[src/rtl/core/vdk3_pkg.sv]
package vdk3_pkg;

  localparam int DEF_BLOCK_LEN   = 64;
  localparam int DEF_SOFT_BITS   = 8;
  localparam int DEF_METRIC_BITS = 16;

  // Port widths fixed by the interface.
  localparam int SOFT_W = 8;
  localparam int BIDX_W = 6;

  typedef enum logic [1:0] {
    ST_ACS,
    ST_RD,
    ST_EMIT
  } vdk3_state_t;

  typedef struct packed {
    logic acs;
    logic rd;
    logic emit;
  } vdk3_cmd_t;

  typedef struct packed {
    logic last_item;
    logic idx_zero;
    logic out_free;
  } vdk3_stat_t;

  // Code bits of the branch leaving predecessor prev with input bit u.
  // Bit 0 selects soft_a, bit 1 soft_b, bit 2 soft_c.
  function automatic logic [2:0] code_mask(input logic [1:0] prev, input logic u);
    logic [2:0] m;
    unique case ({prev, u})
      3'b000:  m = 3'b000;
      3'b001:  m = 3'b101;
      3'b010:  m = 3'b111;
      3'b011:  m = 3'b010;
      3'b100:  m = 3'b100;
      3'b101:  m = 3'b001;
      3'b110:  m = 3'b011;
      default: m = 3'b110;
    endcase
    return m;
  endfunction

endpackage

[src/rtl/core/viterbi_decoder_k3_rate_third.sv]
// Channel  | Direction | Handshake              | Word
// in_      | input     | in_valid / in_ready    | soft_a, soft_b, soft_c, block_end
// out_     | output    | out_valid / out_ready  | bit_index, decoded_bit, final_bit
//
// Add-compare-select over the four states completes in the cycle in which
// each input word is taken.
// After the last word of a block the survivor memory is traced back from
// state 0, each decoded bit by a memory read and then an output load, so a
// block of N words gives N output words, with no input taken meanwhile.
// The single output register stalls the traceback while out_ready is low.
// Reset: state 0 metric zero, the others unreachable, word count zero.
module viterbi_decoder_k3_rate_third #(
  parameter int BLOCK_LEN   = vdk3_pkg::DEF_BLOCK_LEN,
  parameter int SOFT_BITS   = vdk3_pkg::DEF_SOFT_BITS,
  parameter int METRIC_BITS = vdk3_pkg::DEF_METRIC_BITS
) (
  input  logic                               clk,
  input  logic                               rst_n,
  input  logic                               in_valid,
  output logic                               in_ready,
  input  logic signed [vdk3_pkg::SOFT_W-1:0] in_soft_a,
  input  logic signed [vdk3_pkg::SOFT_W-1:0] in_soft_b,
  input  logic signed [vdk3_pkg::SOFT_W-1:0] in_soft_c,
  input  logic                               in_block_end,
  output logic                               out_valid,
  input  logic                               out_ready,
  output logic [vdk3_pkg::BIDX_W-1:0]        out_bit_index,
  output logic                               out_decoded_bit,
  output logic                               out_final_bit
);
  import vdk3_pkg::*;

  vdk3_cmd_t  cmd;
  vdk3_stat_t stat;

  vdk3_ctrl u_ctrl (
    .clk      (clk),
    .rst_n    (rst_n),
    .in_valid (in_valid),
    .in_ready (in_ready),
    .stat     (stat),
    .cmd      (cmd)
  );

  vdk3_datapath #(
    .BLOCK_LEN   (BLOCK_LEN),
    .SOFT_BITS   (SOFT_BITS),
    .METRIC_BITS (METRIC_BITS)
  ) u_datapath (
    .clk             (clk),
    .rst_n           (rst_n),
    .in_soft_a       (in_soft_a),
    .in_soft_b       (in_soft_b),
    .in_soft_c       (in_soft_c),
    .in_block_end    (in_block_end),
    .cmd             (cmd),
    .stat            (stat),
    .out_valid       (out_valid),
    .out_ready       (out_ready),
    .out_bit_index   (out_bit_index),
    .out_decoded_bit (out_decoded_bit),
    .out_final_bit   (out_final_bit)
  );

endmodule

[src/rtl/core/vdk3_ctrl.sv]
module vdk3_ctrl (
  input  logic                 clk,
  input  logic                 rst_n,
  input  logic                 in_valid,
  output logic                 in_ready,
  input  vdk3_pkg::vdk3_stat_t stat,
  output vdk3_pkg::vdk3_cmd_t  cmd
);
  import vdk3_pkg::*;

  vdk3_state_t state_r, state_nxt;

  always_ff @(posedge clk) begin
    if (!rst_n) begin
      state_r <= ST_ACS;
    end else begin
      state_r <= state_nxt;
    end
  end

  always_comb begin
    state_nxt = state_r;
    in_ready  = 1'b0;
    cmd       = '0;
    unique case (state_r)
      ST_ACS: begin
        in_ready = 1'b1;
        if (in_valid) begin
          cmd.acs = 1'b1;
          if (stat.last_item) begin
            state_nxt = ST_RD;
          end
        end
      end
      ST_RD: begin
        cmd.rd    = 1'b1;
        state_nxt = ST_EMIT;
      end
      ST_EMIT: begin
        if (stat.out_free) begin
          cmd.emit  = 1'b1;
          state_nxt = stat.idx_zero ? ST_ACS : ST_RD;
        end
      end
      default: begin
        state_nxt = ST_ACS;
      end
    endcase
  end

endmodule

[src/rtl/core/vdk3_datapath.sv]
module vdk3_datapath #(
  parameter int BLOCK_LEN   = vdk3_pkg::DEF_BLOCK_LEN,
  parameter int SOFT_BITS   = vdk3_pkg::DEF_SOFT_BITS,
  parameter int METRIC_BITS = vdk3_pkg::DEF_METRIC_BITS
) (
  input  logic                              clk,
  input  logic                              rst_n,
  input  logic signed [vdk3_pkg::SOFT_W-1:0] in_soft_a,
  input  logic signed [vdk3_pkg::SOFT_W-1:0] in_soft_b,
  input  logic signed [vdk3_pkg::SOFT_W-1:0] in_soft_c,
  input  logic                              in_block_end,
  input  vdk3_pkg::vdk3_cmd_t               cmd,
  output vdk3_pkg::vdk3_stat_t              stat,
  output logic                              out_valid,
  input  logic                              out_ready,
  output logic [vdk3_pkg::BIDX_W-1:0]       out_bit_index,
  output logic                              out_decoded_bit,
  output logic                              out_final_bit
);
  import vdk3_pkg::*;

  localparam int AW    = $clog2(BLOCK_LEN);
  localparam int SCW   = $clog2(BLOCK_LEN + 1);
  localparam int CW    = METRIC_BITS + SOFT_BITS + 4;
  localparam int RAW_W = (SOFT_BITS > SOFT_W) ? SOFT_BITS : SOFT_W;
  localparam logic [METRIC_BITS-1:0] PM_MAX = {METRIC_BITS{1'b1}};

  logic [METRIC_BITS-1:0] pm_r [4];
  logic [METRIC_BITS-1:0] pm_nxt [4];
  logic [SCW-1:0]         step_r;
  logic [3:0]             surv;
  logic [3:0]             mem [BLOCK_LEN];
  logic [3:0]             rd_data_r;
  logic [AW-1:0]          tb_idx_r;
  logic [1:0]             tb_st_r;
  logic                   out_valid_r;
  logic [BIDX_W-1:0]      out_bit_index_r;
  logic                   out_decoded_r;
  logic                   out_final_r;

  logic [RAW_W-1:0]     raw [3];
  logic signed [CW-1:0] smp [3];
  logic signed [CW-1:0] cand [4][2];
  logic signed [CW-1:0] best [4];
  logic signed [CW-1:0] sum;
  logic signed [CW-1:0] minv;
  logic signed [CW-1:0] diff;
  logic                 reach [4];
  logic                 rp [2];
  logic                 any;
  logic [2:0]           mask;

  // Only the low SOFT_BITS bits of a sample count; wider settings see the
  // port value zero-extended.
  always_comb begin
    raw[0] = RAW_W'($unsigned(in_soft_a));
    raw[1] = RAW_W'($unsigned(in_soft_b));
    raw[2] = RAW_W'($unsigned(in_soft_c));
    for (int k = 0; k < 3; k++) begin
      smp[k] = CW'(signed'(raw[k][SOFT_BITS-1:0]));
    end
  end

  always_comb begin
    surv = '0;
    any  = 1'b0;
    minv = '0;
    for (int s = 0; s < 4; s++) begin
      for (int d = 0; d < 2; d++) begin
        mask = code_mask(2'(((s % 2) * 2) + d), 1'(s / 2));
        sum  = (mask[0] ? smp[0] : CW'(0)) + (mask[1] ? smp[1] : CW'(0))
             + (mask[2] ? smp[2] : CW'(0));
        rp[d] = (pm_r[((s % 2) * 2) + d] != PM_MAX);
        cand[s][d] = CW'($signed({1'b0, pm_r[((s % 2) * 2) + d]})) - (sum <<< 1);
      end
      // On equal cost the lower predecessor keeps the survivor.
      if (rp[1] && (!rp[0] || (cand[s][1] < cand[s][0]))) begin
        surv[s] = 1'b1;
        best[s] = cand[s][1];
      end else begin
        best[s] = cand[s][0];
      end
      reach[s] = rp[0] || rp[1];
      if (reach[s] && (!any || (best[s] < minv))) begin
        minv = best[s];
        any  = 1'b1;
      end
    end
    for (int s = 0; s < 4; s++) begin
      diff = best[s] - minv;
      if (!reach[s] || (diff >= CW'($signed({1'b0, PM_MAX})))) begin
        pm_nxt[s] = PM_MAX;
      end else begin
        pm_nxt[s] = diff[METRIC_BITS-1:0];
      end
    end
  end

  always_ff @(posedge clk) begin
    if (!rst_n) begin
      pm_r[0] <= '0;
      pm_r[1] <= PM_MAX;
      pm_r[2] <= PM_MAX;
      pm_r[3] <= PM_MAX;
      step_r  <= '0;
    end else if (cmd.acs) begin
      // The last word of a block restarts the trellis at once; the
      // survivors it leaves behind are read out before new words come in.
      if (stat.last_item) begin
        pm_r[0] <= '0;
        pm_r[1] <= PM_MAX;
        pm_r[2] <= PM_MAX;
        pm_r[3] <= PM_MAX;
        step_r  <= '0;
      end else begin
        pm_r   <= pm_nxt;
        step_r <= step_r + SCW'(1);
      end
    end
  end

  always_ff @(posedge clk) begin
    if (cmd.acs) begin
      mem[step_r[AW-1:0]] <= surv;
    end
    if (cmd.rd) begin
      rd_data_r <= mem[tb_idx_r];
    end
  end

  always_ff @(posedge clk) begin
    if (cmd.acs && stat.last_item) begin
      tb_idx_r <= step_r[AW-1:0];
      tb_st_r  <= 2'b00;
    end else if (cmd.emit) begin
      tb_idx_r <= tb_idx_r - AW'(1);
      tb_st_r  <= {tb_st_r[0], rd_data_r[tb_st_r]};
    end
  end

  always_ff @(posedge clk) begin
    if (!rst_n) begin
      out_valid_r <= 1'b0;
    end else if (cmd.emit) begin
      out_valid_r <= 1'b1;
    end else if (out_ready) begin
      out_valid_r <= 1'b0;
    end
  end

  always_ff @(posedge clk) begin
    if (cmd.emit) begin
      out_bit_index_r <= BIDX_W'(tb_idx_r);
      out_decoded_r   <= tb_st_r[1];
      out_final_r     <= (tb_idx_r == '0);
    end
  end

  assign stat.last_item = in_block_end || (step_r == SCW'(BLOCK_LEN - 1));
  assign stat.idx_zero  = (tb_idx_r == '0);
  assign stat.out_free  = !out_valid_r || out_ready;

  assign out_valid       = out_valid_r;
  assign out_bit_index   = out_bit_index_r;
  assign out_decoded_bit = out_decoded_r;
  assign out_final_bit   = out_final_r;

endmodule
[config.mk]
export PLATFORM = sky130hd
export DESIGN_NAME = viterbi_decoder_k3_rate_third
export DESIGN_NICKNAME = d
export VERILOG_FILES = /design/src/rtl/core/vdk3_pkg.sv /design/src/rtl/core/viterbi_decoder_k3_rate_third.sv /design/src/rtl/core/vdk3_ctrl.sv /design/src/rtl/core/vdk3_datapath.sv
export SDC_FILE = /design/constraint.sdc
export NUM_CORES = 1
export LEC_CHECK = 0
export ABC_AREA = 0
export BUFFER_PORTS_ARGS = -buffer_cell sky130_fd_sc_hd__buf_2
export CAP_MARGIN = 20
export CORE_UTILIZATION = 50
export DETAILED_ROUTE_END_ITERATION = 8
export PLACE_DENSITY = 0.74
export SLEW_MARGIN = 30
export SYNTH_ARGS = -nofsm -noshare
export SYNTH_HDL_FRONTEND = slang
export SYNTH_SLANG_ARGS = --single-unit
[constraint.sdc]
create_clock -name clk -period 24.4 [get_ports clk]
set_clock_uncertainty 0.1 [all_clocks]
set_input_delay 1.22 -clock clk [delete_from_list [all_inputs] [get_ports clk]]
set_output_delay 1.22 -clock clk [all_outputs]
set_load 0.01 [all_outputs]
==> results of run 1 <==
-- worst max-delay path by stage --
stage	from	to	slack [ns]	cells past startpoint
global placement	in_soft_a[0]	u_datapath.pm_r[27]	1.68	83
floorplan	in_soft_a[0]	u_datapath.pm_r[26]	3.40	92
detailed placement	in_soft_a[0]	u_datapath.pm_r[24]	1.82	86
CTS	in_soft_a[0]	u_datapath.pm_r[24]	2.23	86
finish	in_soft_a[0]	u_datapath.pm_r[24]	2.19	86
global route	in_soft_a[0]	u_datapath.pm_r[24]	0.52	84
-- routing by layer --
metal	share of wire [%]	vias to the layer above	global-route usage, %	wire (um)
met3	9.8	202	5.64	8940
li1	-	12300	-	-
met5	0	-	0	0
met4	4.4	0	11.6	3970
met1	43	12300	39.7	39100
met2	43	1228	42.5	38800
-- layout make-up --
cell class / instances / area [sq um]
well taps: 837 / 1050
repair buffers: 65 / 435
flip-flops and latches: 350 / 9750
clock buffers: 41 / 938
diodes: 1 / 2.50
inverters: 236 / 886
multi-input cells: 2602 / 20100
fillers: 5392 / 28100
clock inverters: 22 / 245
-- flip-flops by register name, summed over array words and instances (netlist names) --
name / cells
u_datapath.rd_data_r: 4
u_datapath.out_valid: 1
u_datapath.out_decoded_bit: 1
u_datapath.step_r: 7
u_ctrl.state_r: 2
u_datapath.tb_st_r: 2
u_datapath.tb_idx_r: 6
u_datapath.mem: 256
u_datapath.out_bit_index: 6
u_datapath.pm_r: 64
u_datapath.out_final_bit: 1
-- cells in the mapped netlist, drive strengths merged (65+ instances only) --
library cell and instances:
a21oi 250, xor2 65, o21ai 219, inv 234
dfxtp 76, mux4 84, a21o 88, nand2 203
xnor2 116, edfxtp 274, clkbuf 69, nor2 321
ha 415
-- cells by family after synthesis --
group | count (synthesis) | share of synthesized area, %
AO/OA/AOI/OAI | 911 | 19.1
multiplexers | 154 | 8.46
buffers and inverters | 324 | 3.99
XOR/XNOR | 182 | 5.20
adder cells (fa/ha/maj) | 431 | 17.7
AND/OR/NAND/NOR | 924 | 14.2
flip-flops | 350 | 31.4
-- metrics by stage --
step,setup slack (ns),hold slack [ns],cell area [sq um]
after floorplan,3.40,0.324,31100
after global placement,1.68,0.369,32100
after detailed placement,1.82,0.375,32200
after CTS,2.23,0.389,33400
after global routing,0.520,0.415,33400
final,2.19,0.390,33400
-- cells in the final DEF, fill, tap and decap left out, types with 37 or more instances in the layout --
cell type / count
mux2i_1: 42
a31oi_1: 37
ha_1: 415
inv_1: 231
nor2b_1: 55
a21o_1: 88
mux4_2: 84
dfxtp_1: 76
o21ai_0: 194
nor3_1: 57
xnor2_1: 114
nand4_1: 57
nand3_1: 60
nor2_1: 319
buf_2: 38
o21a_1: 42
nand2_1: 201
a21oi_1: 239
edfxtp_1: 274
xor2_1: 65
nand2b_1: 45
-- critical path, delay by kind of cell --
kind	cells	cell delay [ns]
adders and majority gates	11	3.41
xor gates and xnor gates	5	1.01
and+or+nand+nor	17	4.26
AOI/OAI and AO/OA	48	11.39
muxes	1	0.50
buffers and inverters	4	0.69
==> impl_metrics.toml, run 1 <==
[yosys]
avgSynthCellArea_sq_um = 9.48
ys.flop_type = "edfxtp_1"
synth_seq_cells = 350
synth_top_cell_area_share_pct = 26.5
syn_inst = 3276
yosysTopAreaCell = "edfxtp_1"
synth_area_leaders = "edfxtp_1 26%, ha_1 17%, mux4_2 6.1%"
synth-async-reset-ratio_pct = 0
ys_warn_count = 0
synth_cell_types = 91
synth_area_sq_um = 31100
syn-num-nets = 3735
seq_area_frac_synth_pct = 31.4
synth_edf_count = 274

[critical_path]
path_class = "in -> reg"
r2r-start = "u_datapath.pm_r[18]"
max_stage_delay_ns = 0.85
worstPathArrival_ns = 22.50
startpoint_type = "primary input"
regToRegEndpoint = "u_datapath.pm_r[24]"
rrSetupSlack_ns = 3.76
worstPathRequired_ns = 24.69
ff2ff_path_depth = 78
cp_common_cell = "a21oi_1"
end_kind = "register"
cp_max_fo = 30
worst_path_max_delay_cell = "or4_1"

[global_route]
track_usage_pct = 28.3
grt_pass1_wl_um = 138000
grt_max_degree = 81
overflow = 0
grt_pass1_vias = 24200
antenna_found_initial = 1

[finish]
nNetsFinal = 3749
fin_util_pct = 54.3
drive_above_1_share_pct = 9.02
area_growth_syn_to_layout_pct = 7.65
final_cells = 4154

[sta]
rsz0062_at_grt = "no"
drv_slew = 0
finalHoldViolCount = 0
final-setup-viol-count = 0
max_slew_margin_pct = 25.5
worst_pin_slew_ns = 1.11
min_period_over_period_pct = 91.0
min_period_ns = 22.21
fmax_mhz = 45.0
fin_tns_setup_ns = 0

[min_path]
hp-class = "reg -> reg"
min_from = "u_datapath.step_r[6]"
worstHoldEndpoint = "u_datapath.step_r[6]"
worstHoldPathCells = 1

[cts]
clk_transition_reported_paths_ns = 0.07
h-tree-depth = 2
root_buffer = "clkbuf_16"
clk_latency_ns = 0.56
cts_tree = "yes"
cts_made_buffers = 35
cts_buffer_depth = 3
post-cts-setup-buffers = 0
cts_sinks = 350
cts_resized = 0
hold_buffers = 0

[die]
rows = 91
core_sq_um = 61600
io_pins = 39
dieArea_sq_um = 63100
die_w_um = 251
start_util_pct = 50.4
die_h_um = 251

[route]
drc = 0
viasPerCell = 6.26
wl_um = 90900
wl_per_cell_um = 21.9
drt_iter0_markers = 2858
vias = 26000
drt_first_pass_iters = 6
drtAntennaViolNets = 0

[place]
port_buffers = 38
globalplace.congestion = 1.06
place_inst = 4088
dpl.hpwl_um = 70100

[run_status]
status = "finished, final reports clean"

[flow_run]
max_cap_violations = 0
Power of run 1 is left out: the tool's default activity adds up to more than one toggle a clock period on the data nets, which glitch-free logic cannot reach.
==> inputs of run 2 (changes only) <==
CORE_UTILIZATION = 40   (was 50)
PLACE_DENSITY = 0.63   (was 0.74)
==> run 2 against run 1 <==
  * Highest routed layer unchanged
  * Critical path type unchanged
  * Worst hold slack got worse by 0.00069 ns
  * Global-route usage decreased by 5.2 points
  * Final cell count increased by 5.1%
  * Die area increased by 25%
  * Clock-buffer cell count increased by 5
  * First-iteration DRC count decreased by 10%
  * Sequential cell count unchanged
  * Via count decreased by 2.6%
  * Register-to-register slack improved by 0.04 ns
  * Sequential share of layout area decreased by 0.24 points
==> impl_metrics.toml, run 2 (synthesis gave the netlist of run 1 again) <==
[run_status]
status = "finished, final reports clean"

[finish]
area_growth_syn_to_layout_pct = 8.55
nNetsFinal = 3768
layout_common_cells = "415 x ha_1, 319 x nor2_1, 274 x edfxtp_1, 239 x a21oi_1, 231 x inv_1"
largest_reg_flops = 256
layout_commonest_cell = "ha_1"
regArea_sq_um = 9750
drive_above_1_share_pct = 9.20
antenna_cells = 0
multiInputGateArea_sq_um = 20100
final.fill_count = 7369

[route]
wl_per_cell_um = 21.0
drc = 0
drtAntennaViolNets = 0
viasPerCell = 5.81
vias = 25300
wl_um = 91800
drt_first_pass_iters = 6
drt_iter0_markers = 2559

[critical_path]
worst_path_max_delay_cell = "or4_1"
worstPathRequired_ns = 24.71
max_stage_delay_ns = 0.89
startpoint_type = "primary input"
rrSetupSlack_ns = 3.80
regToRegEndpoint = "u_datapath.pm_r[30]"
startpoint = "in_soft_a[0]"
ff2ff_path_depth = 75
path_class = "in -> reg"
cp_max_fo = 65
end_kind = "register"
crit_end = "u_datapath.pm_r[30]"
worstPathArrival_ns = 22.92
cp_common_cell = "a21oi_1"
r2r-start = "u_datapath.pm_r[18]"

[cts]
cts_resized = 0
post-cts-setup-buffers = 0
hold_buffers = 0
root_buffer = "clkbuf_16"
cts_made_buffers = 36
h-tree-depth = 2
clk_latency_ns = 0.56
clk_transition_reported_paths_ns = 0.06
cts_tree = "yes"
cts_buffer_depth = 3
cts_sinks = 350

[global_route]
overflow = 0
track_usage_pct = 23.1
grt_max_degree = 85
grt_pass1_vias = 23700
grt_pass1_wl_um = 140000
antenna_found_initial = 2

[sta]
worst_pin_slew_ns = 1.07
min_period_over_period_pct = 92.6
min_period_ns = 22.60
fin_tns_setup_ns = 0
final-setup-viol-count = 0
fmax_mhz = 44.2
rsz0062_at_grt = "no"
max_slew_margin_pct = 27.7
finalHoldViolCount = 0
drv_slew = 0

[min_path]
min_from = "u_datapath.tb_st_r[0]"
hp-class = "reg -> reg"

[die]
rows = 101
start_util_pct = 40.6
io_pins = 39
die_w_um = 281
die_h_um = 281
core_sq_um = 76500
dieArea_sq_um = 78800

[flow_run]
max_cap_violations = 0

[place]
dpl.hpwl_um = 72600
globalplace.congestion = 0.961
port_buffers = 38
==> run 2: cell count changes in the layout (fill, tap and decap cells not counted), sizes merged <==
cell      change
buf          +18
clkbuf        +5
clkinvlp      -3
clkinv        +2
bufinv        -1
diode         -1
inv           -1
==> run 2: through the flow <==
step                      setup slack [ns]  util, %  cells  hold WS [ns]  area (sq um)
final                                 1.80     44.1   4366         0.389         33700
after global routing                0.0163     44.1   4366         0.403         33700
after CTS                             1.59     44.1   4366         0.393         33700
after detailed placement              1.11     42.6   4301         0.377         32600
after global placement                1.51     42.6   4300         0.373         32500
after floorplan                       3.40        -   3276         0.324         31100
==> run 2: how the worst min path moves through the flow <==
stage,endpoint,slack (ns),depth (start not counted)
floorplan,u_datapath.out_bit_index[0],0.32,0
global placement,u_datapath.step_r[6],0.37,1
detailed placement,u_datapath.step_r[6],0.38,1
CTS,u_datapath.step_r[6],0.39,1
global route,u_datapath.step_r[6],0.40,1
finish,u_datapath.tb_st_r[1],0.39,2
==> run 2: layout make-up <==
type | instances | share of cell area (%)
Timing Repair Buffer | 83 | 1.58
Clock inverter | 19 | 0.538
Tap cell | 1030 | 3.82
Sequential cell | 350 | 28.9
Multi-Input combinational cell | 2602 | 59.7
Inverter | 236 | 2.63
Clock buffer | 46 | 2.85
==> run 2: routing by layer <==
layer / up-vias / wire length (um) / global-route usage (%)
met5: - / 0 / 0
met4: 0 / 2360 / 6.31
met3: 119 / 5030 / 1.97
met2: 733 / 40900 / 36.5
met1: 12100 / 43600 / 33.5
li1: 12400 / - / -
==> run 2: worst max-delay path, delay by kind of cell <==
kind | cells | cell delay, ns
muxes | 3 | 1.36
buffers and inverters | 5 | 1.39
AOI/OAI and AO/OA | 42 | 9.75
xor gates and xnor gates | 5 | 1.15
and+or+nand+nor | 20 | 4.58
adders and majority gates | 11 | 3.44
Power of run 2 is left out for the same reason.
